[src/rtl/core/mdhl_pkg.sv]
`timescale 1ns / 1ps
// ----------------------------------------------------------------------------
// mdhl_pkg - shared types and codes of the multiply/divide HI/LO unit
// Operation codes, word width and the record passed down the cell chain.
// ----------------------------------------------------------------------------
package mdhl_pkg;

   localparam int unsigned WORD_W = 32;
   localparam int unsigned STEPS  = 32;

   typedef enum logic [1:0] {
      CMD_MULT  = 2'd0,
      CMD_MULTU = 2'd1,
      CMD_DIV   = 2'd2,
      CMD_DIVU  = 2'd3
   } cmd_type;

   // One item in flight: acc/low form the shifting double word
   // (product or remainder/quotient), opd the multiplicand or divisor.
   typedef struct packed {
      logic              valid;
      logic              is_div;
      logic              neg_hi;
      logic              neg_lo;
      logic              dz;
      logic [WORD_W:0]   acc;
      logic [WORD_W-1:0] low;
      logic [WORD_W-1:0] opd;
   } stage_type;

endpackage

[src/rtl/core/mdhl_cell.sv]
`timescale 1ns / 1ps
// ----------------------------------------------------------------------------
// mdhl_cell - one shift-add / shift-subtract step
// Retires one multiplier bit or produces one quotient bit per cell.
// ----------------------------------------------------------------------------
module mdhl_cell (
   input  logic                 clock,
   input  logic                 reset,
   input  logic                 en,
   input  mdhl_pkg::stage_type  stage_i,
   output mdhl_pkg::stage_type  stage_o
);

   localparam int unsigned W = mdhl_pkg::WORD_W;

   mdhl_pkg::stage_type stage_ff, stage_in;

   always_comb begin
      logic [W:0]   sum;
      logic [W:0]   sh;
      logic [W+1:0] diff;
      stage_in = stage_i;
      sum  = stage_i.acc + (stage_i.low[0] ? {1'b0, stage_i.opd} : '0);
      sh   = {stage_i.acc[W-1:0], stage_i.low[W-1]};
      diff = {1'b0, sh} - {2'b00, stage_i.opd};
      if (stage_i.is_div) begin
         // restoring step: shift left, keep the trial difference if non-negative
         if (!diff[W+1]) begin
            stage_in.acc = diff[W:0];
            stage_in.low = {stage_i.low[W-2:0], 1'b1};
         end else begin
            stage_in.acc = sh;
            stage_in.low = {stage_i.low[W-2:0], 1'b0};
         end
      end else begin
         // add multiplicand on a set bit, shift the double word right
         stage_in.acc = {1'b0, sum[W:1]};
         stage_in.low = {sum[0], stage_i.low[W-1:1]};
      end
   end

   always_ff @(posedge clock) begin
      if (reset) begin
         stage_ff.valid <= 1'b0;
      end else if (en) begin
         stage_ff <= stage_in;
      end
   end

   assign stage_o = stage_ff;

endmodule

[config.mk]
export PLATFORM = sky130hd
export DESIGN_NAME = mdhl_cell
export DESIGN_NICKNAME = d
export VERILOG_FILES = /design/src/rtl/core/mdhl_pkg.sv /design/src/rtl/core/mdhl_cell.sv
export SDC_FILE = /design/constraint.sdc
export NUM_CORES = 1
export LEC_CHECK = 0
export BUFFER_PORTS_ARGS = -buffer_cell sky130_fd_sc_hd__buf_2
export CORE_MARGIN = 5
export CORE_UTILIZATION = 50
export CTS_CLUSTER_SIZE = 12
export DETAILED_ROUTE_END_ITERATION = 16
export GPL_ROUTABILITY_DRIVEN = 1
export GPL_TIMING_DRIVEN = 0
export PLACE_DENSITY = 0.74
export SLEW_MARGIN = 5
export SYNTH_ARGS = -nofsm -noshare
export SYNTH_HDL_FRONTEND = slang
export SYNTH_SLANG_ARGS = --single-unit
[constraint.sdc]
create_clock -name clock -period 8.19 [get_ports clock]
set_input_delay 0.819 -clock clock [delete_from_list [all_inputs] [get_ports clock]]
set_output_delay 0.819 -clock clock [all_outputs]
set_load 0.01 [all_outputs]
==> results.sh, run 1 <==
export IMPL_num_fill_cells=1299
export IMPL_wl_per_cell_microns=17.4
export IMPL_period_needed_ns=3.90
export IMPL_fin_total_pwr_w=0.00159
export IMPL_final_common_cell="buf_2"
export IMPL_drt_pass1_iterations=5
export IMPL_synthMuxAreaShare_pct=9.19
export IMPL_setup_tns_final_ns=0
export IMPL_max_slew_margin_pct=48.2
export IMPL_synthAdderAreaFrac_pct=11.0
export IMPL_dieArea_sq_mm=0.0178
export IMPL_port_buffers=206
export IMPL_yosysSeqAreaShare_pct=40.0
export IMPL_hpwl_microns=16400
export IMPL_synthTopCellsByArea="edfxtp_1, ha_1, mux2_2"
export IMPL_hold_buffers=0
export IMPL_clock_sinks=102
export IMPL_synth_top_area_share_pct=39.7
export IMPL_wirelength_microns=20400
export IMPL_synth_flop_cell="edfxtp_1"
export IMPL_syn_instance_count=757
export IMPL_fmax_mhz=256
export IMPL_clockRootBuffer="clkbuf_16"
export IMPL_worstHoldPathType="register to register"
export IMPL_dieHeight_microns=134
export IMPL_clockBufferDepth=2
export IMPL_post_route_period_util_pct=47.6
export IMPL_fin_util_pct=61.7
export IMPL_synthArstFlopShare_pct=0
export IMPL_grtUsageTotal_pct=22.5
export IMPL_grt_pass1_vias=6459
export IMPL_crit_arrival_ns=3.99
export IMPL_startpoint_type="primary input"
export IMPL_worstSetupEndpointType="register"
export IMPL_cts_setup_buffers=0
export IMPL_slew_viol_final=0
export IMPL_drt_iter0_drc=516
export IMPL_grt_pass1_wl_microns=32200
export IMPL_fin_nets=1148
export IMPL_synth_seq_cells=102
export IMPL_status="completed"
export IMPL_yosys_warnings=0
export IMPL_die_x_microns=134
export IMPL_areaGrowthSynthToFinish_pct=21.8
export IMPL_synthesis_nets=928
export IMPL_final_cell_mix="buf_2, edfxtp_1, a21oi_1"
export IMPL_vias=6491
export IMPL_grt_max_degree=33
export IMPL_p_per_area_mw_per_mm2=171
export IMPL_synth_top_family_by_area="compound AO/OA/AOI/OAI gates"
export IMPL_peakVddDrop_uv=96.0
export IMPL_antenna_cells=0
export IMPL_core_region_area_sq_mm=0.0151
export IMPL_synthDistinctLibCells=64
export IMPL_clk_latency_ns=0.36
export IMPL_worstPathMaxFanout=10
export IMPL_rsz0062_at_grt="no"
export IMPL_p_leak_nw=4.27
export IMPL_vias_per_cell=5.55
export IMPL_largest_register_ffs=102
export IMPL_synthSimpleGateAreaFrac_pct=12.8
export IMPL_drv_cap=0
export IMPL_syn_cell_area_sq_mm=0.00764
export IMPL_place_area_sq_mm=0.00898
export IMPL_post_route_drc_count=0
export IMPL_drive_above_1_share_pct=27.7
export IMPL_overflow=0
export IMPL_yosysTopAreaCell="edfxtp_1"
export IMPL_dpl_cell_count=1154
export IMPL_cts_htree_levels=3
export IMPL_yosys_area_share_xor_xnor_pct=5.85
export IMPL_worstMarginPinSlew_ns=0.776
export IMPL_hold_viol=0
export IMPL_path_class="primary input to register"
export IMPL_fin_area_sq_mm=0.00931
export IMPL_setup_viol=0
export IMPL_gp_congestion=0.910
export IMPL_synth_edf_count=101
export IMPL_io_pins=207
export IMPL_numCtsBuffers=9
export IMPL_synth_compound_area_share_pct=17.5
export IMPL_required_ns=8.28
export IMPL_post_cts_resize_count=0
export IMPL_clk_pin_slew_ns=0.08
export IMPL_rows=45
export IMPL_ant_nets=0
export IMPL_avgSynthCellArea_sq_um=10.1
export IMPL_start_util_pct=50.6
export IMPL_tritoncts="built"
export IMPL_skew_ns=0
export IMPL_antenna_found_initial=0
export IMPL_fin_cells=1170
-- worst max-delay path, stage by stage --
cell and delay, ns:
buf_2 0.14, clkbuf_1 0.20, and2_1 0.18, ha_1 0.37
o21ai_1 0.12, o211ai_2 0.19, nand4_1 0.18, a2111oi_1 0.78
o211a_1 0.25, o21ai_1 0.15, o2111ai_1 0.27, a21oi_1 0.12
xor2_1 0.14, mux2i_1 0.08
-- synthesized netlist by cell type, types with 3 or more instances --
library cell,number
or3_1,5
nand2_1,44
o21a_1,7
o21bai_1,5
mux2_2,31
nand2b_1,10
a31oi_1,6
mux2i_1,33
ha_1,64
o211ai_1,4
a21o_1,27
and3_1,4
nor2_1,55
xor2_1,22
a211oi_1,10
nand3_1,19
inv_1,46
nor2b_1,5
xnor2_1,29
and2_1,34
a21oi_1,67
nand4_1,8
edfxtp_1,101
clkbuf_1,21
o21ai_1,19
a21oi_2,3
nor3_1,6
o21ai_0,23
-- layout make-up --
class | count | area (sq um) | share of cell area [%]
clock buffer | 9 | 225 | 2.42
timing repair buffer | 209 | 1100 | 11.8
sequential | 102 | 3050 | 32.8
clock inverter | 7 | 101 | 1.09
inverter | 46 | 173 | 1.86
multi-input combinational | 584 | 4310 | 46.3
buffer | 25 | 110 | 1.18
tap | 188 | 235 | 2.53
-- worst paths after layout --
path | startpoint | to | slack (ns) | cells past startpoint
setup / recovery | stage_i[32] | stage_o[94] | 4.29 | 14
hold reg to reg | stage_o[101] | stage_o[101] | 0.50 | 2
setup reg to reg | stage_o[101] | stage_o[101] | 7.61 | 2
hold / removal | stage_o[101] | stage_o[101] | 0.50 | 2
-- cells by family after synthesis --
family,count (synthesis)
xor gates and xnor gates,51
adders and majority gates,66
muxes,66
DFF,102
AOI/OAI and AO/OA,202
and+or+nand+nor,199
buffers and inverters,71
-- stage by stage --
stage	hold WS [ns]	setup slack [ns]
floorplan	0.528	2.30
detailed placement	0.496	3.95
global placement	0.473	0.253
CTS	0.516	4.33
global route	0.575	4.10
finish	0.503	4.29
-- report_power, final --
group          switching, W  total [W]  internal, W
combinational      0.000276   0.000483     0.000207
sequential       0.00000954   0.000637     0.000628
clock              0.000219   0.000467     0.000248
-- layer usage --
layer	wire, microns	vias to the layer above	GRT usage, %	share of wire (%)
met2	9830	235	38.9	48
met3	1200	23	4.08	5.9
met4	308	0	6.23	1.5
li1	-	3234	-	-
met5	0	-	0	0
met1	9070	2999	29.1	44
Power figures use the tool's default switching activity.
==> run 2: changes to the inputs <==
==> constraint.sdc (replaced) <==
create_clock -name clock -period 3.6 [get_ports clock]
set_input_delay 0.36 -clock clock [delete_from_list [all_inputs] [get_ports clock]]
set_output_delay 0.36 -clock clock [all_outputs]
set_load 0.01 [all_outputs]
==> run 2 against run 1 <==
Effect of this change: via count grew 0.11%; global-route usage grew 0.096 points; die area is the same; largest power group unchanged; clock-buffer cell count is the same; critical endpoint is now stage_o[95].
==> results.sh, run 2 (same netlist as run 1, synthesis figures left out) <==
export IMPL_clk_pin_slew_ns=0.07
export IMPL_num_fill_cells=1306
export IMPL_largest_register_ffs=102
export IMPL_clockRootBuffer="clkbuf_16"
export IMPL_rows=45
export IMPL_drt_pass1_iterations=5
export IMPL_status="completed"
export IMPL_start_util_pct=50.6
export IMPL_vias=6498
export IMPL_slew_viol_final=0
export IMPL_startpoint_type="primary input"
export IMPL_final_common_cell="buf_2"
export IMPL_path_class="primary input to register"
export IMPL_crit_arrival_ns=3.39
export IMPL_critPathLaunch="stage_i[32]"
export IMPL_die_x_microns=134
export IMPL_switchingPower_w=0.00115
export IMPL_port_buffers=206
export IMPL_io_pins=207
export IMPL_grtUsageTotal_pct=22.6
export IMPL_wl_per_cell_microns=17.5
export IMPL_post_route_period_util_pct=91.1
export IMPL_worstMarginPinSlew_ns=0.708
export IMPL_worstSetupEndpointType="register"
export IMPL_gp_congestion=0.923
export IMPL_post_route_drc_count=0
export IMPL_switching_share_pct=31.8
export IMPL_final_cell_mix="buf_2, edfxtp_1, a21oi_1"
export IMPL_skew_ns=0
export IMPL_multi_input_area_sq_mm=0.00431
export IMPL_antenna_found_initial=0
export IMPL_grt_pass1_vias=6370
export IMPL_fin_total_pwr_w=0.00361
export IMPL_dieArea_sq_mm=0.0178
export IMPL_drt_iter0_drc=512
export IMPL_crit_end="stage_o[95]"
export IMPL_power_frac_seq_pct=40.2
export IMPL_wirelength_microns=20500
export IMPL_clk_latency_ns=0.36
export IMPL_cts_htree_levels=3
export IMPL_drive_above_1_share_pct=27.9
export IMPL_intPower_w=0.00246
export IMPL_clock_sinks=102
export IMPL_fmax_mhz=305
export IMPL_vias_per_cell=5.55
export IMPL_overflow=0
export IMPL_required_ns=3.71
export IMPL_numCtsBuffers=9
export IMPL_p_leak_nw=4.27
export IMPL_post_place_ws_ns=-0.183
export IMPL_antenna_cells=0
export IMPL_worstHoldPathType="primary input to register"
export IMPL_areaGrowthSynthToFinish_pct=21.9
export IMPL_post_route_worst_setup_slack_ns=0.319
export IMPL_drv_cap=0
export IMPL_p_comb_share_pct=30.4
export IMPL_r2r_start="stage_o[101]"
export IMPL_core_region_area_sq_mm=0.0151
export IMPL_worstPathMaxFanout=10
export IMPL_peakVddDrop_uv=233
export IMPL_p_clk_share_pct=29.4
export IMPL_hpwl_microns=16500
export IMPL_period_needed_ns=3.28
export IMPL_ant_nets=0
export IMPL_max_slew_margin_pct=52.7
export IMPL_tritoncts="built"
export IMPL_dieHeight_microns=134
export IMPL_rrSetupSlack_ns=3.03
export IMPL_seq_area_sq_mm=0.00305
export IMPL_reg2reg_to="stage_o[101]"
export IMPL_setup_viol=0
export IMPL_grt_pass1_wl_microns=32200
export IMPL_reg2reg_depth=2
export IMPL_grt_max_degree=34
export IMPL_hold_viol=0
export IMPL_clockBufferDepth=2
export IMPL_rsz0062_at_grt="no"
export IMPL_p_per_area_mw_per_mm2=388
export IMPL_fin_nets=1148
export IMPL_hold_buffers=0
## run 2: cell count changes in the layout (fill, tap and decap cells not counted)
| cell | delta |
|---|---|
| clkbuf_2 | +1 |
| clkbuf_1 | -1 |
| inv_8 | -1 |
| inv_6 | +1 |
| a2111oi_2 | +1 |
| a2111oi_1 | -1 |
## run 2: area by class of cell
| class | instances | area share [%] |
|---|---|---|
| clock buffer | 9 | 2.42 |
| inverter | 46 | 1.85 |
| multi-input combinational | 584 | 46.3 |
| clock inverter | 7 | 1.06 |
| sequential | 102 | 32.8 |
| buffer | 25 | 1.20 |
| timing repair buffer | 209 | 11.8 |
| tap | 188 | 2.53 |
## run 2: how the worst min path moves through the flow
stage                        end  depth (start not counted)  slack [ns]         start
detailed placement  stage_o[101]                          2        0.48  stage_o[101]
floorplan           stage_o[101]                          1        0.43         reset
global placement    stage_o[101]                          2        0.47  stage_o[101]
CTS                  stage_o[99]                          1        0.17   stage_i[99]
global route         stage_o[99]                          1        0.17   stage_i[99]
finish               stage_o[99]                          1        0.18   stage_i[99]
## run 2: power groups by stage
stage | registers (W) | clock network, W | logic [W]
global placement | 0.00148 | 0 | 0.00106
finish | 0.00145 | 0.00106 | 0.00110
detailed placement | 0.00148 | 0 | 0.00109
CTS | 0.00145 | 0.00109 | 0.00109
global route | 0.00146 | 0.00113 | 0.00121
floorplan | 0.00154 | 0 | 0.000680
## run 2: routing by layer
metal	GRT usage [%]	up-vias	routed length, microns
met5	0	-	0
met4	7.14	0	375
met3	3.63	27	1170
met2	37.6	208	9680
met1	30.4	3031	9290
li1	-	3232	-
## run 2: stage by stage
stage / hold slack, ns / std cells / setup TNS [ns] / area [sq um] / util [%]
2_1_floorplan: 0.432 / 757 / 0 / 7640 / -
3_3_place_gp: 0.474 / 1151 / -101.10 / 8910 / 59.0
3_5_place_dp: 0.483 / 1154 / -0.368 / 8980 / 59.5
4_1_cts: 0.165 / 1170 / 0 / 9300 / 61.7
5_1_grt: 0.168 / 1170 / 0 / 9310 / 61.7
6_report: 0.177 / 1170 / 0 / 9310 / 61.7
## run 2: timing repair
item,4_1_cts,5_1_grt
endpoints found under the setup margin,0,1
gates resized for setup,0,3
setup buffers,0,0
## run 2: critical path, cell delays in order
cell and delay, ns:
buf_2 0.14, clkbuf_1 0.19, and2_1 0.21, fa_1 0.45, a211oi_1 0.35, o21ai_1 0.19
nand4_1 0.17, a21o_1 0.19, a211oi_1 0.12, a31o_1 0.25, a31o_1 0.23, a21oi_2 0.14
xnor2_1 0.08, a211o_1 0.29
