$ cat config.mk
export PLATFORM = sky130hd
export DESIGN_NAME = mdhl_post
export DESIGN_NICKNAME = d
export VERILOG_FILES = /design/src/rtl/core/mdhl_pkg.sv /design/src/rtl/core/mdhl_post.sv
export SDC_FILE = /design/constraint.sdc
export NUM_CORES = 1
export LEC_CHECK = 0
export BUFFER_PORTS_ARGS = -buffer_cell sky130_fd_sc_hd__buf_2
export CORE_MARGIN = 8
export CORE_UTILIZATION = 40
export DETAILED_ROUTE_END_ITERATION = 7
export GPL_ROUTABILITY_DRIVEN = 0
export PLACE_DENSITY = 0.84
export SYNTH_ARGS = -nofsm -noshare
export SYNTH_HDL_FRONTEND = slang
export SYNTH_SLANG_ARGS = --single-unit
$ cat constraint.sdc
create_clock -name vclk -period 4.5
set_input_delay 0.675 -clock vclk [all_inputs]
set_output_delay 0.675 -clock vclk [all_outputs]
set_load 0.005 [all_outputs]
$ cat src/rtl/core/mdhl_pkg.sv
`timescale 1ns / 1ps
// ----------------------------------------------------------------------------
// mdhl_pkg - shared types and codes of the multiply/divide HI/LO unit
// Operation codes, word width and the record passed down the cell chain.
// ----------------------------------------------------------------------------
package mdhl_pkg;

   localparam int unsigned WORD_W = 32;
   localparam int unsigned STEPS  = 32;

   typedef enum logic [1:0] {
      CMD_MULT  = 2'd0,
      CMD_MULTU = 2'd1,
      CMD_DIV   = 2'd2,
      CMD_DIVU  = 2'd3
   } cmd_type;

   // One item in flight: acc/low form the shifting double word
   // (product or remainder/quotient), opd the multiplicand or divisor.
   typedef struct packed {
      logic              valid;
      logic              is_div;
      logic              neg_hi;
      logic              neg_lo;
      logic              dz;
      logic [WORD_W:0]   acc;
      logic [WORD_W-1:0] low;
      logic [WORD_W-1:0] opd;
   } stage_type;

endpackage

$ cat src/rtl/core/mdhl_post.sv
`timescale 1ns / 1ps
// ----------------------------------------------------------------------------
// mdhl_post - result sign fixup
// Applies the recorded signs to the product or quotient and remainder.
// ----------------------------------------------------------------------------
module mdhl_post (
   input  mdhl_pkg::stage_type          stage_i,
   output logic [mdhl_pkg::WORD_W-1:0]  hi_value,
   output logic [mdhl_pkg::WORD_W-1:0]  lo_value,
   output logic                         divide_by_zero
);

   localparam int unsigned W = mdhl_pkg::WORD_W;

   always_comb begin
      logic [2*W-1:0] prod;
      prod = {stage_i.acc[W-1:0], stage_i.low};
      if (stage_i.neg_lo) begin
         prod = ~prod + 1'b1;
      end
      if (stage_i.is_div) begin
         hi_value = stage_i.neg_hi ? (~stage_i.acc[W-1:0] + 1'b1) : stage_i.acc[W-1:0];
         lo_value = stage_i.neg_lo ? (~stage_i.low + 1'b1) : stage_i.low;
      end else begin
         hi_value = prod[2*W-1:W];
         lo_value = prod[W-1:0];
      end
      divide_by_zero = stage_i.dz;
   end

endmodule

==> run_results.csv, run 1 <==
group,metric,value,unit
cells_and_area,drive_above_1_share,38.9,%
grt,grt_pass1_wl,12.0,mm
route,dr.pass1.iters,5,
cells_and_area,seq_cell_count,0,
timing,clock.fmax,0.250,GHz
floorplan,die_y,85.9,um
floorplan,initial_core_util,41.4,%
floorplan,fp.dieArea,0.00737,mm^2
worst_setup_path,cp_cell_sequence,"buf_2 > inv_1 > ha_1 > or3b_2 > o41ai_1 > nand3b_1 > o32ai_1 > a21oi_1 > xor2_1 > buf_2",
route,routedWlPerCell,16.2,um
route,ant_nets,0,
yosys,yosysWarnings,0,
floorplan,core,0.00472,mm^2
route,wl,7.70,mm
timing,finalHoldViolCount,0,
timing,setup_viol,0,
placed_design,place_hpwl,6.44,mm
grt,grt_overflow_total,0,
timing,period_needed,4000,ps
grt,grt_use_met1,22.7,%
timing,min_period_over_period,88.9,%
cells_and_area,nClkBuffers,0,
yosys,synth_top_area_cell,"xnor2_1",
yosys,synthesis.area_per_instance,6.69,um^2
power_and_ir_drop,p_leak,1.05,nW
grt,grtUsageMet2,34.6,%
yosys,syn_area,0.00195,mm^2
cells_and_area,antenna_cells,0,
cells_and_area,seq_area,0,um^2
yosys,synth_top_area_share,18.4,%
floorplan,die_width,85.9,um
yosys,seq_area_frac_synth,0,%
timing,tightest_slew,1110,ps
clock_network,cts.repair.resized,0,
outcome,status,"finished, final reports clean",
cells_and_area,final_nets,515,
route,vias_per_cell,5.72,
worst_setup_path,slowest_stage,"o32ai_1",
cells_and_area,layout_commonest_cell,"buf_2",
worst_setup_path,max_stage_delay,630,ps
worst_setup_path,crit_top_cell,"buf_2",
worst_setup_path,cp-end-kind,"output pin",
power_and_ir_drop,ir_drop,0.0483,mV
worst_hold_path,timing.hold.worst.class,"input port to output pin",
grt,antenna_found_initial,0,
yosys,synth_cells,292,
cells_and_area,area_delta_synth_final,33.6,%
grt,grt_util_met3,1.53,%
timing,tns,0,ps
power_and_ir_drop,power_density,102,mW/mm^2
route,num_vias,2725,
floorplan,placementRows,25,
worst_setup_path,required,3830,ps
worst_setup_path,worstPathArrival,3330,ps
clock_network,holdBufCountCts,0,
yosys,synth_cell_types,61,
timing,relSlewSlack,25.8,%
timing,drv_slew,0,
job,cap_violations,0,
floorplan,boundaryPins,167,
route,drc,0,
grt,grt-busiest-layer,"met2",
placed_design,placed_cell_area,0.00261,mm^2
placed_design,io_buffer_count,131,
grt,grt_use_total,18.9,%
route,drtIter0Drc,176,
clock_network,cts_setup_buffers,0,
cells_and_area,final_cell_mix,"131 x buf_2, 41 x xnor2_1, 34 x nand2_1",
cells_and_area,fin_area,0.00261,mm^2
worst_setup_path,cp_max_fo,5,
worst_setup_path,crit_type,"input port to output pin",
grt,grt_pass1_vias,2526,
power_and_ir_drop,power,0.266,mW
worst_setup_path,start_kind,"input port",
grt,grt_max_degree,41,
yosys,synthTopCellsByArea,"xnor2_1 18%, xor2_1 9.0%, nand2_1 6.5%",
yosys,synth_nets,396,
timing,holdWs,1350,ps
timing,rsz0062_at_grt,"false",
## through the flow
stage,utilization (%),instances,worst slack [ps]
2_1_floorplan,-,292,1040
3_3_place_gp,55.2,476,568
3_5_place_dp,55.2,476,533
4_1_cts,55.2,476,531
5_1_grt,55.2,476,362
6_report,55.2,476,497
## per-layer routing
layer / part of all wire (%) / wire length (um) / vias up
met4: 2.7 / 209 / 0
met3: 6.8 / 525 / 19
met5: 0 / 0 / -
met1: 39 / 3000 / 1253
met2: 52 / 3970 / 131
li1: - / - / 1322
## power by group
| group | switching, mW | internal [mW] | leakage [nW] |
|---|---|---|---|
| clock network | 0 | 0 | 0 |
| registers | 0 | 0 | 0 |
| logic | 0.141 | 0.125 | 1.05 |
| total | 0.141 | 0.125 | 1.05 |
## path summary, 6_finish.rpt
kind,start,end,cells past startpoint
setup / recovery,stage_i[65],hi_value[30],10
hold / removal,stage_i[97],divide_by_zero,0
## cells in the mapped netlist (2+ instances only)
| library cell | count |
|---|---|
| xnor2_1 | 41 |
| nand2_1 | 34 |
| nor2_1 | 21 |
| xor2_1 | 20 |
| o21ai_0 | 17 |
| a21oi_1 | 13 |
| nand3_1 | 13 |
| nor4_1 | 13 |
| nor3_1 | 10 |
| o31ai_1 | 10 |
| or2_2 | 9 |
| clkbuf_1 | 8 |
| inv_1 | 7 |
| or3_1 | 7 |
| or4_1 | 6 |
| o41ai_1 | 4 |
| a31oi_1 | 3 |
| nand2b_1 | 3 |
| or4_4 | 3 |
| a211oi_1 | 2 |
| buf_4 | 2 |
| ha_1 | 2 |
| nand3b_1 | 2 |
| o31a_2 | 2 |
| o31ai_4 | 2 |
| o32ai_1 | 2 |
| or4b_2 | 2 |
## kinds of logic after synthesis
| logic type | count (synthesis) | share of synthesized area (%) |
|---|---|---|
| XOR/XNOR | 61 | 27.4 |
| AO/OA/AOI/OAI | 70 | 26.1 |
| multiplexers | 1 | 0.513 |
| buffers and inverters | 24 | 6.60 |
| AND/OR/NAND/NOR | 134 | 38.2 |
| adder cells (fa/ha/maj) | 2 | 1.28 |
## layout make-up
| type | count | area, um^2 |
|---|---|---|
| Inverter | 8 | 30.0 |
| Tap cell | 67 | 83.8 |
| Timing Repair Buffer | 133 | 671 |
| Multi-Input combinational cell | 268 | 1820 |
| Fill cell | 481 | 2110 |
## critical path, delay by kind of cell
| family | cells | cell delay (ps) |
|---|---|---|
| compound gates | 3 | 1180 |
| buf+inv | 3 | 350 |
| xor+xnor | 1 | 160 |
| fa+ha+maj | 1 | 300 |
| simple gates | 2 | 650 |
(Power assumes the default switching activity.)
==> run 2, diff against run 1 <==
Settings changed: CORE_UTILIZATION 40 to 44, PLACE_DENSITY 0.84 to 0.91.
==> run 2 against run 1 <==
Net effect:
- critical path depth down 2
- die area decreased by 7.4%
- final cell count fell by 3.2%
- global-route usage increased by 1.7 points
- combinational power about the same
- wire length increased by 2.2%
- hold slack is the same
- sequential share of layout area did not move
- power is 0.44% higher
- flip-flop and latch count unchanged
- setup slack improved by 41 ps
- largest cell class unchanged
==> run_results.csv, run 2 (same netlist as run 1, synthesis figures left out) <==
group,metric,value,unit
outcome,status,"finished, final reports clean",
floorplan,die_width,82.6,um
cells_and_area,final_nets,515,
timing,clock.fmax,0.252,GHz
timing,period_needed,3960,ps
route,drc,0,
worst_hold_path,timing.hold.worst.class,"input port to output pin",
cells_and_area,layout_commonest_cell,"buf_2",
worst_setup_path,worstPathArrival,3290,ps
cells_and_area,final_cells,461,
floorplan,die_y,82.6,um
grt,antenna_found_initial,0,
worst_setup_path,cp_max_fo,11,
grt,grt_use_total,20.7,%
floorplan,core,0.00432,mm^2
timing,setup_viol,0,
timing,relSlewSlack,28.9,%
cells_and_area,seq_cell_count,0,
placed_design,dpl_worst_slack,548,ps
cells_and_area,multi_input_area,0.00182,mm^2
grt,grt_util_met3,1.62,%
worst_hold_path,hold_path_end,"divide_by_zero",
timing,tns,0,ps
worst_hold_path,min_from,"stage_i[97]",
power_and_ir_drop,p_comb_share,100.0,%
power_and_ir_drop,pwr-share-clk,0,%
power_and_ir_drop,p_switching,0.143,mW
grt,grt_pass1_vias,2565,
power_and_ir_drop,p_sw_share,53.3,%
clock_network,holdBufCountCts,0,
route,drtIter0Drc,242,
route,ant_nets,0,
floorplan,placementRows,24,
worst_setup_path,crit_type,"input port to output pin",
placed_design,dp.cells,461,
job,cap_violations,0,
route,wl,7.87,mm
placed_design,place_hpwl,6.53,mm
grt,grt_use_met1,24.0,%
floorplan,boundaryPins,167,
cells_and_area,nClkBuffers,0,
cells_and_area,final_cell_mix,"131 x buf_2, 41 x xnor2_1, 34 x nand2_1",
power_and_ir_drop,power_density,103,mW/mm^2
timing,finalHoldViolCount,0,
clock_network,cts.repair.resized,0,
worst_setup_path,cp-end-kind,"output pin",
timing,rsz0062_at_grt,"false",
timing,min_period_over_period,88.0,%
power_and_ir_drop,pwr-share-seq,0,%
floorplan,initial_core_util,45.2,%
cells_and_area,postLayoutCoreUtil,59.9,%
power_and_ir_drop,power,0.267,mW
power_and_ir_drop,p_leak,1.05,nW
worst_setup_path,start_kind,"input port",
grt,grtUsageMet2,38.4,%
power_and_ir_drop,p_int,0.125,mW
worst_setup_path,required,3830,ps
timing,tightest_slew,1070,ps
cells_and_area,drive_above_1_share,38.9,%
grt,grt_pass1_wl,11.6,mm
cells_and_area,seq_area,0,um^2
timing,worst_slack,539,ps
grt,grt_max_degree,41,
grt,grt-busiest-layer,"met2",
route,routedWlPerCell,17.1,um
timing,drv_slew,0,
cells_and_area,antenna_cells,0,
route,num_vias,2856,
floorplan,fp.dieArea,0.00683,mm^2
worst_hold_path,whs_path_depth,0,
cells_and_area,area_delta_synth_final,32.6,%
power_and_ir_drop,ir_drop,0.0459,mV
route,vias_per_cell,6.20,
grt,grt_overflow_total,0,
placed_design,io_buffer_count,131,
route,dr.pass1.iters,5,
cells_and_area,n_fill_cell,422,
clock_network,cts_setup_buffers,0,
==> run 2: cell counts in the layout (fill, tap and decap cells not counted) <==
Identical to the previous run, type by type.
==> run 2: power groups by stage <==
| stage | Clock, mW | Combinational, mW | Sequential [mW] |
|---|---|---|---|
| 5_1_grt | 0 | 0.291 | 0 |
| 6_report | 0 | 0.267 | 0 |
| 2_1_floorplan | 0 | 0.134 | 0 |
| 3_3_place_gp | 0 | 0.260 | 0 |
| 3_5_place_dp | 0 | 0.266 | 0 |
| 4_1_cts | 0 | 0.267 | 0 |
==> run 2: critical path: stages <==
cell     delay, ps
buf_2          120
or4_4          580
or4_4          460
or4b_4         610
o31ai_2        350
a31oi_1        160
xor2_1         190
buf_2          130
==> run 2: worst max-delay path by stage <==
stage           startpoint            to
2_1_floorplan  stage_i[36]  hi_value[31]
3_3_place_gp   stage_i[36]  hi_value[19]
3_5_place_dp   stage_i[36]  hi_value[27]
4_1_cts        stage_i[36]  hi_value[27]
5_1_grt        stage_i[65]  hi_value[22]
6_report       stage_i[36]  hi_value[27]
==> run 2: layout make-up <==
class                           count  area share (%)
Multi-Input combinational cell    268            70.4
Tap cell                           52            2.51
Inverter                            8            1.16
Timing Repair Buffer              133            25.9
==> run 2: per-stage QoR <==
step | cell area (um^2) | hold slack (ps)
5_1_grt | 2590 | 1350
3_5_place_dp | 2590 | 1350
6_report | 2590 | 1350
4_1_cts | 2590 | 1350
2_1_floorplan | 1950 | 1410
3_3_place_gp | 2590 | 1350
==> run 2: metal layers <==
layer / vias up / routed length (um)
met5: - / 0
met4: 0 / 283
met3: 38 / 653
met2: 192 / 4120
met1: 1299 / 2820
li1: 1327 / -
==> run 3, diff against run 2 <==
Settings changed: CORE_UTILIZATION 44 to 40, PLACE_DENSITY 0.91 to 0.84.
Clock period 4.5 ns to 4.72 ns, I/O delays scaled along.
==> run 3 against run 2 <==
Net effect:
- cell area up 0.43%
- combinational power is 5% lower
- critical endpoint is now hi_value[30]
- die area is 8.0% higher
- non-clock buffer count fell by 1
- wire length fell by 2.1%
- first-iteration DRC count fell by 18%
- hold slack better by 66 ps
- global-route usage fell by 1.4 points
- critical path depth up 2
- largest power group unchanged
- utilization shrank 4.8 points
==> run_results.csv, run 3 (same netlist as run 1, synthesis figures left out) <==
group,metric,value,unit
worst_hold_path,min_from,"stage_i[97]",
timing,relSlewSlack,24.7,%
power_and_ir_drop,p_sw_share,52.9,%
cells_and_area,antenna_cells,0,
worst_setup_path,cp_max_fo,5,
timing,period_needed,4060,ps
timing,finalHoldViolCount,0,
clock_network,holdBufCountCts,0,
grt,grt_pass1_vias,2530,
floorplan,initial_core_util,41.4,%
floorplan,core,0.00472,mm^2
cells_and_area,final_cell_mix,"131 x buf_2, 41 x xnor2_1, 34 x nand2_1",
cells_and_area,postLayoutCoreUtil,55.1,%
power_and_ir_drop,p_comb_share,100.0,%
power_and_ir_drop,p_int,0.119,mW
grt,grt_pass1_wl,12.1,mm
route,drc,0,
cells_and_area,seq_cell_count,0,
grt,antenna_found_initial,0,
clock_network,cts_setup_buffers,0,
worst_setup_path,startpoint,"stage_i[65]",
placed_design,io_buffer_count,131,
cells_and_area,layout_commonest_cell,"buf_2",
timing,clock.fmax,0.246,GHz
power_and_ir_drop,p_leak,1.05,nW
timing,drv_slew,0,
outcome,status,"finished, final reports clean",
floorplan,placementRows,25,
clock_network,cts.repair.resized,0,
worst_setup_path,cp-end-kind,"output pin",
route,routedWlPerCell,16.2,um
worst_setup_path,start_kind,"input port",
cells_and_area,seq_area,0,um^2
grt,grt_max_degree,41,
timing,min_period_over_period,86.1,%
placed_design,place_hpwl,6.45,mm
power_and_ir_drop,pwr-share-seq,0,%
route,dr.pass1.iters,5,
timing,setup_viol,0,
cells_and_area,nClkBuffers,0,
route,num_vias,2754,
route,vias_per_cell,5.80,
worst_setup_path,required,4010,ps
power_and_ir_drop,power_density,97.1,mW/mm^2
grt,grt_use_total,19.3,%
route,wl,7.71,mm
worst_hold_path,timing.hold.worst.class,"input port to output pin",
floorplan,fp.dieArea,0.00737,mm^2
timing,tightest_slew,1130,ps
cells_and_area,area_delta_synth_final,33.2,%
power_and_ir_drop,p_switching,0.134,mW
grt,grt_overflow_total,0,
job,cap_violations,0,
timing,rsz0062_at_grt,"false",
cells_and_area,final_nets,514,
floorplan,die_y,85.9,um
route,ant_nets,0,
power_and_ir_drop,pwr-share-clk,0,%
worst_setup_path,worstPathArrival,3350,ps
route,drtIter0Drc,198,
worst_setup_path,crit_type,"input port to output pin",
power_and_ir_drop,ir_drop,0.0453,mV
timing,tns,0,ps
cells_and_area,drive_above_1_share,38.7,%
floorplan,die_width,85.9,um
floorplan,boundaryPins,167,
## run 3: cell count changes in the layout (fill, tap and decap cells not counted)
cell | previous run | this run
buf_4 | 2 | 1
## run 3: worst paths after layout
| kind | endpoint | slack [ps] | cells after the start |
|---|---|---|---|
| worst max-delay path | hi_value[30] | 660 | 10 |
| worst min-delay path | divide_by_zero | 1420 | 0 |
## run 3: through the flow
step                hold WS (ps)  cells  setup WS (ps)  cell area, um^2  power (mW)
finish                      1420    475            657             2600       0.253
global route                1420    475            452             2600       0.278
CTS                         1420    475            685             2600       0.254
detailed placement          1420    475            691             2600       0.253
global placement            1420    475            722             2600       0.249
floorplan                   1470    292           1190             1950       0.127
## run 3: power by group through the flow
stage / sequential [mW] / clock, mW / combinational (mW)
finish: 0 / 0 / 0.253
CTS: 0 / 0 / 0.254
detailed placement: 0 / 0 / 0.253
global route: 0 / 0 / 0.278
floorplan: 0 / 0 / 0.127
global placement: 0 / 0 / 0.249
## run 3: area by class of cell
| cell class | count | area [um^2] |
|---|---|---|
| fillers | 466 | 2120 |
| multi-input cells | 268 | 1820 |
| repair buffers | 132 | 663 |
| well taps | 67 | 83.8 |
| inverters | 8 | 30.0 |
## run 3: layer usage
| layer | track usage (%) | up-vias | wire length [um] |
|---|---|---|---|
| met5 | 0 | - | 0 |
| met4 | 4.46 | 0 | 188 |
| met3 | 2.77 | 18 | 562 |
| met2 | 35.4 | 118 | 4020 |
| met1 | 22.7 | 1297 | 2940 |
| li1 | - | 1321 | - |
## run 3: worst max-delay path, stage by stage
cell and delay, ps:
buf_2 120, inv_1 100, ha_1 300, or3b_2 520, o41ai_1 370, nand3b_1 130, o32ai_1 630, a21oi_1 180
xor2_1 160, buf_2 130
