$ cat src/rtl/core/mdhl_pkg.sv
`timescale 1ns / 1ps
// ----------------------------------------------------------------------------
// mdhl_pkg - shared types and codes of the multiply/divide HI/LO unit
// Operation codes, word width and the record passed down the cell chain.
// ----------------------------------------------------------------------------
package mdhl_pkg;

   localparam int unsigned WORD_W = 32;
   localparam int unsigned STEPS  = 32;

   typedef enum logic [1:0] {
      CMD_MULT  = 2'd0,
      CMD_MULTU = 2'd1,
      CMD_DIV   = 2'd2,
      CMD_DIVU  = 2'd3
   } cmd_type;

   // One item in flight: acc/low form the shifting double word
   // (product or remainder/quotient), opd the multiplicand or divisor.
   typedef struct packed {
      logic              valid;
      logic              is_div;
      logic              neg_hi;
      logic              neg_lo;
      logic              dz;
      logic [WORD_W:0]   acc;
      logic [WORD_W-1:0] low;
      logic [WORD_W-1:0] opd;
   } stage_type;

endpackage

$ cat src/rtl/core/mdhl_prep.sv
`timescale 1ns / 1ps
// ----------------------------------------------------------------------------
// mdhl_prep - operand conditioning stage
// Takes magnitudes of signed operands and records the result signs.
// ----------------------------------------------------------------------------
module mdhl_prep (
   input  logic                          clock,
   input  logic                          reset,
   input  logic                          en,
   input  logic                          load,
   input  logic [1:0]                    cmd,
   input  logic [mdhl_pkg::WORD_W-1:0]   operand_a,
   input  logic [mdhl_pkg::WORD_W-1:0]   operand_b,
   output mdhl_pkg::stage_type           stage_out
);

   mdhl_pkg::stage_type stage_ff, stage_in;

   always_comb begin
      logic is_signed;
      logic na;
      logic nb;
      logic zero_b;
      is_signed = (cmd == mdhl_pkg::CMD_MULT) || (cmd == mdhl_pkg::CMD_DIV);
      zero_b    = (operand_b == '0);
      stage_in.is_div = (cmd == mdhl_pkg::CMD_DIV) || (cmd == mdhl_pkg::CMD_DIVU);
      stage_in.dz     = stage_in.is_div && zero_b;
      // a zero divisor keeps the raw dividend so it falls out as the remainder
      na = is_signed && operand_a[mdhl_pkg::WORD_W-1] && !stage_in.dz;
      nb = is_signed && operand_b[mdhl_pkg::WORD_W-1] && !stage_in.dz;
      stage_in.valid  = load;
      stage_in.neg_lo = na ^ nb;
      stage_in.neg_hi = stage_in.is_div ? na : (na ^ nb);
      stage_in.acc    = '0;
      stage_in.low    = na ? (~operand_a + 1'b1) : operand_a;
      stage_in.opd    = nb ? (~operand_b + 1'b1) : operand_b;
   end

   always_ff @(posedge clock) begin
      if (reset) begin
         stage_ff.valid <= 1'b0;
      end else if (en) begin
         stage_ff <= stage_in;
      end
   end

   assign stage_out = stage_ff;

endmodule

$ cat config.mk
export PLATFORM = sky130hd
export DESIGN_NAME = mdhl_prep
export DESIGN_NICKNAME = d
export VERILOG_FILES = /design/src/rtl/core/mdhl_pkg.sv /design/src/rtl/core/mdhl_prep.sv
export SDC_FILE = /design/constraint.sdc
export NUM_CORES = 1
export LEC_CHECK = 0
export BUFFER_PORTS_ARGS = -buffer_cell sky130_fd_sc_hd__buf_2
export CORE_MARGIN = 2
export CORE_UTILIZATION = 47
export DETAILED_ROUTE_END_ITERATION = 12
export PLACE_DENSITY = 0.8
export SYNTH_ARGS = -nofsm -noshare
export SYNTH_HDL_FRONTEND = slang
export SYNTH_SLANG_ARGS = --single-unit
export TNS_END_PERCENT = 50
$ cat constraint.sdc
create_clock -name clock -period 5.76 [get_ports clock]
set_input_delay 1.152 -clock clock [delete_from_list [all_inputs] [get_ports clock]]
set_output_delay 1.152 -clock clock [all_outputs]
set_load 0.02 [all_outputs]
==> results of run 1 <==
worst register-to-register path: cells and delay by family (launching register included):
family        cells  cell delay (ns)
flops             1             0.31
mux               1             0.12
simple gates      1             0.05
cells by family (layout without fill, tap and decap cells):
| group | after synthesis | after routing | share of synthesized area |
|---|---|---|---|
| XOR/XNOR | 58 | 58 | 0.135 |
| AND/OR/NAND/NOR | 83 | 83 | 0.119 |
| AO/OA/AOI/OAI | 54 | 54 | 0.104 |
| adder cells (fa/ha/maj) | 2 | 2 | 0.00664 |
| flip-flops | 69 | 69 | 0.547 |
| multiplexers | 1 | 1 | 0.00266 |
| other | 1 | 33 | 0.000995 |
| buffers and inverters | 48 | 164 | 0.0850 |
cells in the mapped netlist, types with 2 or more instances:
library cell and n:
o41ai_1 5, nor3_1 9, edfxtp_1 68, nor4_1 4
nand3_1 2, clkbuf_1 4, nor2b_1 4, nand2b_1 3
o31ai_1 15, or4_1 9, o21ai_0 20, buf_6 2
inv_1 7, or3_1 5, buf_4 33, xor2_1 9
a21oi_1 8, or2_2 3, nand2_1 20, or4_4 2
xnor2_1 49, ha_1 2, nand4_1 3, nor2_1 16
power breakdown:
group,internal (mW),leakage [nW],total [mW],switching (mW)
Clock,0.285,0.113,0.469,0.183
Sequential,0.601,0.642,0.610,0.00868
Combinational,0.0810,1.06,0.233,0.152
final timing paths:
kind                   from             end  slack, ns  cells past startpoint
min          stage_out[101]  stage_out[101]       0.50                      2
max           operand_b[18]   stage_out[49]       2.65                      6
min reg2reg  stage_out[101]  stage_out[101]       0.50                      2
max reg2reg  stage_out[101]  stage_out[101]       5.18                      2
per-stage QoR:
step	instances	area, µm²	total power [mW]
floorplan	348	3890	0.783
global placement	550	4440	0.848
detailed placement	550	4440	0.854
CTS	566	4680	1.32
global route	566	4680	1.37
finish	566	4680	1.31
metal layers:
layer / part of all wire / global-route usage / up-vias
met2: 0.50 / 0.322 / 155
met4: 0.013 / 0.0664 / 0
met1: 0.38 / 0.214 / 1311
met3: 0.11 / 0.0677 / 13
met5: 0 / 0 / -
li1: - / - / 1382
layout make-up:
| cell class | instances | area (µm²) | share of cell area |
|---|---|---|---|
| Multi-Input combinational cell | 231 | 1510 | 0.323 |
| Timing Repair Buffer | 141 | 713 | 0.152 |
| Clock buffer | 9 | 124 | 0.0265 |
| Inverter | 7 | 26.3 | 0.00561 |
| Tap cell | 102 | 128 | 0.0273 |
| Clock inverter | 7 | 114 | 0.0243 |
| Sequential cell | 69 | 2060 | 0.441 |
==> metrics.txt, run 1 <==
starting density of the core=0.488; Synth Warn #=0; wire per inst=14.5 µm; Clock Tree Buf Depth=2; Largest register FFs=69; Post-Synthesis Cells=316; maximum vdd drop=0.135 mV; Routed WL=8.22 mm; Post-synth ARST share=0; Clk Latency, worst-skew pair=0.33 ns; Final Max Slew Viols=0; post-synth top area cell=edfxtp_1; worst hold slack=0.496 ns; total setup buffers inserted after CTS=0; DR vias/cell=5.05; number of buffers created by CTS=9; leakage=1.82 nW; antenna-violating nets left=0; die height=93.5 µm; clock-pin slew on the worst setup and hold paths=0.07 ns; Global Route Usage Sum=0.187; first-iteration detailed-routing DRC count=124; Port Buf Inserts=138; H-tree Lvls=3; RSZ-0062 raised after global routing=false; count of cell types in the netlist=38; via count=2,861; initial antenna violation count=0; CP Capture Type=flop; Worst setup SP type=input pin; Top Family by Delay on Critical Path=simple AND/OR/NAND/NOR gates; Synth area leaders=edfxtp_1, xnor2_1, buf_4; crit path buf inv count=1; post-layout util=0.606; slew of the pin with the lowest slew margin=0.875 ns; hold buffer count at CTS=0; largest net degree at the start of global routing=38; n_diodes=0; share of the synthesized area in the top cell type=0.542; Root Driver=clkbuf_8; layout cell share with drive strength beyond 1=0.360; Setup Skew=0 ns; register bit total from synthesis=69; status=complete, no violations; number of global-route vias before repair=2,706; Top FF cell, synth=edfxtp_1; Critical Path, Cell by Cell=buf_2 -> or4_4 -> or4_4 -> o311a_4 -> o41ai_1 -> xnor2_1; Final setup violation count=0; Post-Place Setup Slack=2.29 ns; # resized after CTS=0; final-layout fill cell count=648; Worst EP required=5.83 ns; drt first pass iters=4; max-cap viol count=0; worst relative slew slack=0.415; commonest non-fill, non-tap cells in the layout=buf_2, edfxtp_1, xnor2_1; num rows=32; Slowest cell on crit path=or4_4; # clock sinks=69; Max FO, Critical Path=32; most common cell after layout, fill and taps aside=buf_2; routability congestion estimate=0.804; Pwr Density=280 nW/µm²; die width=93.5 µm; Crit path arrival time=3.18 ns; register area share after synthesis=0.547; boundary pin count=172; core area=7730 µm²; Hold Violations, Final=0; Setup CP Type=in2reg; maximum clock rate=0.322 GHz; Mean Syn Cell Area=11.9 µm²; grt ovf=0; fin crit period=3.11 ns; Final #Nets=531; final worst-path cycle share=0.539; hpwl dp=6.37 mm; TritonCTS clock tree=done; residual DRC count=0; Setup WS post-layout=2.65 ns; setup_tns=0 ns; die area=8750 µm²; first-pass GRT wire length=12.7 mm; EDFF count, synth=68; Critical Path Most Common Cell=or4_4; Area growth syn-to-layout=24.2%; post-synthesis cell area=3770 µm²; Min-Delay Path Class=reg2reg; slowest stage delay, CP=0.56 ns
No activity file was read; power rests on OpenSTA's default activity.
==> run 2, diff against run 1 <==
--- a/config.mk
+++ b/config.mk
@@ -7,9 +7,9 @@
 export LEC_CHECK = 0
 export BUFFER_PORTS_ARGS = -buffer_cell sky130_fd_sc_hd__buf_2
 export CORE_MARGIN = 2
-export CORE_UTILIZATION = 47
+export CORE_UTILIZATION = 43
 export DETAILED_ROUTE_END_ITERATION = 12
-export PLACE_DENSITY = 0.8
+export PLACE_DENSITY = 0.77
 export SYNTH_ARGS = -nofsm -noshare
 export SYNTH_HDL_FRONTEND = slang
 export SYNTH_SLANG_ARGS = --single-unit
==> constraint.sdc (replaced) <==
create_clock -name clock -period 2.8 [get_ports clock]
set_input_delay 0.56 -clock clock [delete_from_list [all_inputs] [get_ports clock]]
set_output_delay 0.56 -clock clock [all_outputs]
set_load 0.02 [all_outputs]
==> run 2 against run 1 <==
Worst hold slack lost 0.084 ns; die area grew 8.9%; cell area shrank 1.0%; setup slack lost 2.4 ns; via count grew 1.6%; non-clock buffer count grew 5; core utilization shrank 6.7 points.
==> metrics.txt, run 2 (synthesis results as in run 1) <==
status=complete, no violations; Final #Nets=536; Port Buf Inserts=138; # clock sinks=69; Root Driver=clkbuf_8; worst relative slew slack=0.642; register-to-register setup slack=2.22 ns; Clock Tree Buf Depth=2; max-cap viol count=0; routability congestion estimate=0.803; Hold EP=stage_out[101]; RSZ-0062 raised after global routing=false; clock-pin slew on the worst setup and hold paths=0.07 ns; Final Max Slew Viols=0; H-tree Lvls=3; Placed Cells=561; die height=97.6 µm; Min-Delay Path Class=in2reg; post-layout util=0.539; final non-filler cell total=575; Clk Latency, worst-skew pair=0.34 ns; Critical Path Most Common Cell=or4_4; Placed Instance Area=4490 µm²; Area growth syn-to-layout=22.9%; maximum clock rate=0.396 GHz; Worst setup SP type=input pin; Hold Violations, Final=0; Setup Skew=0 ns; hold buffer count at CTS=0; Setup WS post-layout=0.276 ns; starting density of the core=0.438; RR Endpoint=stage_out[101]; Final setup violation count=0; crit path buf inv count=1; DR vias/cell=5.05; Setup CP Type=in2reg; residual DRC count=0; leakage=1.80 nW; initial antenna violation count=0; slew of the pin with the lowest slew margin=0.537 ns; core area=8590 µm²; largest net degree at the start of global routing=42; Max FO, Critical Path=32; worst r2r src=stage_out[101]; final worst-path cycle share=0.901; Pwr Density=516 nW/µm²; Tot Pwr=2.39 mW; die width=97.6 µm; Top Family by Delay on Critical Path=simple AND/OR/NAND/NOR gates; first-iteration detailed-routing DRC count=88; critical path startpoint=operand_b[18]; Critical Path, Cell by Cell=buf_2 -> or4_4 -> or4_4 -> o311a_4 -> o31ai_1 -> xnor2_1; via count=2,906; setup_tns=0 ns; maximum vdd drop=0.218 mV; hold path depth=2; n_diodes=0; Post-Place Setup Slack=-0.0836 ns; layout cell share with drive strength beyond 1=0.358; TritonCTS clock tree=done; hpwl dp=6.50 mm; commonest non-fill, non-tap cells in the layout=buf_2, edfxtp_1, xnor2_1; first-pass GRT wire length=13.0 mm; Routed WL=8.43 mm; Crit path arrival time=2.60 ns; grt ovf=0; R2R depth=2; Slowest cell on crit path=or4_4; Worst EP required=2.87 ns; total setup buffers inserted after CTS=0; Largest register FFs=69; boundary pin count=172; drt first pass iters=4; num rows=34; antenna-violating nets left=0; min-delay src=reset; slowest stage delay, CP=0.56 ns; CP Capture Type=flop; most common cell after layout, fill and taps aside=buf_2; wire per inst=14.7 µm; final instance area=4630 µm²; # resized after CTS=0; number of global-route vias before repair=2,747; worst hold slack=0.412 ns; fin crit period=2.52 ns; number of buffers created by CTS=9; Global Route Usage Sum=0.173; die area=9530 µm²
==> run 2: cell type report <==
type                            instances  area (µm²)
Tap cell                              108         135
Timing Repair Buffer                  146         751
Sequential cell                        69        2060
Fill cell                             793        3960
Inverter                                7        26.3
Clock buffer                            9         124
Clock inverter                          5        20.0
Multi-Input combinational cell        231        1510
==> run 2: worst max path at each step <==
| stage | endpoint | slack, ns | cells past startpoint |
|---|---|---|---|
| after floorplan | stage_out[0] | 0.03 | 1 |
| after global placement | stage_out[57] | -0.005 | 6 |
| after detailed placement | stage_out[43] | -0.08 | 6 |
| after CTS | stage_out[43] | 0.29 | 6 |
| after global routing | stage_out[55] | 0.24 | 6 |
| final | stage_out[43] | 0.28 | 6 |
==> run 2: metal layers <==
| layer | vias up | share of wire | global-route usage |
|---|---|---|---|
| li1 | 1384 | - | - |
| met1 | 1369 | 0.41 | 0.207 |
| met2 | 136 | 0.48 | 0.282 |
| met3 | 17 | 0.095 | 0.0597 |
| met4 | 0 | 0.021 | 0.0791 |
| met5 | - | 0 | 0 |
==> run 2: where the power goes <==
part | internal [mW] | switching [mW] | total, mW | leakage [nW]
combinational | 0.170 | 0.314 | 0.484 | 1.09
sequential | 1.24 | 0.0185 | 1.26 | 0.642
clock | 0.298 | 0.354 | 0.652 | 0.0749
total | 1.70 | 0.687 | 2.39 | 1.80
==> run 3, diff against run 2 <==
--- a/config.mk
+++ b/config.mk
@@ -9,7 +9,10 @@
 export CORE_MARGIN = 2
 export CORE_UTILIZATION = 43
 export DETAILED_ROUTE_END_ITERATION = 12
+export HOLD_SLACK_MARGIN = 0.05
 export PLACE_DENSITY = 0.77
+export SETUP_SLACK_MARGIN = 0.4
+export SLEW_MARGIN = 20
 export SYNTH_ARGS = -nofsm -noshare
 export SYNTH_HDL_FRONTEND = slang
 export SYNTH_SLANG_ARGS = --single-unit
==> run 3 against run 2 <==
Cell count up 0.52%; fmax is 3.6% higher; global-route usage grew 0.62 points; sequential power about the same; via count increased by 1.4%; worst hold slack improved by 0.013 ns; critical path depth is the same; combinational power hardly changed; largest power group unchanged; clock power rose by 50%; register-to-register slack about the same; largest cell class unchanged; die area did not move; setup slack gained 0.088 ns.
==> metrics.txt, run 3 (synthesis results as in run 1) <==
Port Buf Inserts=138; initial antenna violation count=0; Comb pwr share=0.179; final-layout fill cell count=765; Slowest cell on crit path=or4_4; maximum clock rate=0.411 GHz; first-pass GRT wire length=13.6 mm; Setup Skew=0 ns; max-cap viol count=0; CP Capture Type=flop; boundary pin count=172; # clock sinks=69; final instance area=4750 µm²; Critical Path Most Common Cell=or4_4; wire per inst=15.1 µm; fin crit period=2.44 ns; Sw Share=0.265; most common cell after layout, fill and taps aside=buf_2; num rows=34; drt first pass iters=4; Placed Cells=560; clock-pin slew on the worst setup and hold paths=0.07 ns; layout cell share with drive strength beyond 1=0.370; Psw=721 µW; starting density of the core=0.438; slowest stage delay, CP=0.55 ns; final worst-path cycle share=0.870; Max FO, Critical Path=5; Hold Violations, Final=0; Largest register FFs=69; Final Max Slew Viols=0; H-tree Lvls=3; share of power burned in the clock network=0.360; Critical Path, Cell by Cell=buf_2 -> or4_4 -> or4_4 -> or3_4 -> o41ai_4 -> xnor2_1; die height=97.6 µm; core area=8590 µm²; number of global-route vias before repair=2,803; worst hold slack=0.425 ns; setup_tns=0 ns; Final setup violation count=0; Crit path arrival time=2.52 ns; post-layout util=0.553; maximum vdd drop=0.352 mV; Min-Delay Path Class=in2reg; Clock Tree Buf Depth=2; Global Route Usage Sum=0.179; Worst setup SP type=input pin; die width=97.6 µm; Tot Pwr=2.72 mW; commonest non-fill, non-tap cells in the layout=buf_2, edfxtp_1, xnor2_1; Area growth syn-to-layout=26.2%; die area=9530 µm²; final non-filler cell total=578; hold path depth=2; Post-Place Setup Slack=-0.0667 ns; Worst EP required=2.88 ns; Root Driver=clkbuf_8; grt ovf=0; Register Area=2060 µm²; residual DRC count=0; Placed Instance Area=4490 µm²; status=complete, no violations; antenna-violating nets left=0; register-to-register setup slack=2.22 ns; Final #Nets=537; leakage=1.85 nW; Setup WS post-layout=0.364 ns; TritonCTS clock tree=done; Pwr Density=572 nW/µm²; Flop pwr share=0.461; largest net degree at the start of global routing=69; Int Pwr=2.00 mW; number of buffers created by CTS=9; first-iteration detailed-routing DRC count=98; Setup CP Type=in2reg; R2R depth=2; Clk Latency, worst-skew pair=0.33 ns; Multi-input gate area=1530 µm²; n_diodes=0; hpwl dp=6.36 mm; routability congestion estimate=0.796; DR vias/cell=5.10; Routed WL=8.75 mm; RSZ-0062 raised after global routing=true; via count=2,946
## run 3: cell types whose count changed in the layout (fill, tap and decap cells not counted), sizes merged
cell	previous run	this run
bufinv	0	3
clkbuf	9	10
clkinv	5	2
clkinvlp	0	1
o311a	1	2
## run 3: metal layers
metal | vias up | routed length, µm | GRT usage
met1 | 1377 | 3590 | 0.222
met3 | 12 | 903 | 0.0626
met4 | 0 | 148 | 0.0801
li1 | 1399 | - | -
met5 | - | 0 | 0
met2 | 158 | 4110 | 0.284
## run 3: path summary, 6_finish.rpt
kind	startpoint	end
max	operand_b[18]	stage_out[29]
min reg2reg	stage_out[101]	stage_out[101]
max reg2reg	stage_out[101]	stage_out[101]
min	reset	stage_out[101]
## run 3: power groups by stage
stage                     sequential, mW  clock (mW)  combinational (mW)
final                               1.26       0.979               0.487
after global routing                1.26        1.05               0.526
after CTS                           1.26       0.996               0.484
after detailed placement            1.28           0               0.483
after global placement              1.28           0               0.472
after floorplan                     1.39           0               0.222
## run 3: final cells by class
type / instances / area share
clock inverters: 6 / 0.0234
flip-flops and latches: 69 / 0.434
multi-input cells: 232 / 0.322
repair buffers: 146 / 0.161
well taps: 108 / 0.0284
inverters: 7 / 0.00553
clock buffers: 10 / 0.0268
## run 3: critical path: cells and delay by family
| kind | cells | cell delay, ns |
|---|---|---|
| and+or+nand+nor | 3 | 1.52 |
| buffers and inverters | 1 | 0.11 |
| xor gates and xnor gates | 1 | 0.11 |
| AOI/OAI and AO/OA | 1 | 0.22 |
## run 3: what timing repair did
item | 4_1_cts | 5_1_grt
hold buffers | 0 | 0
pin swaps | 3 | 0
setup endpoints to repair | 34 | 16
setup buffers | 1 | 0
cloned | 0 | 1
gates resized for setup | 0 | 1
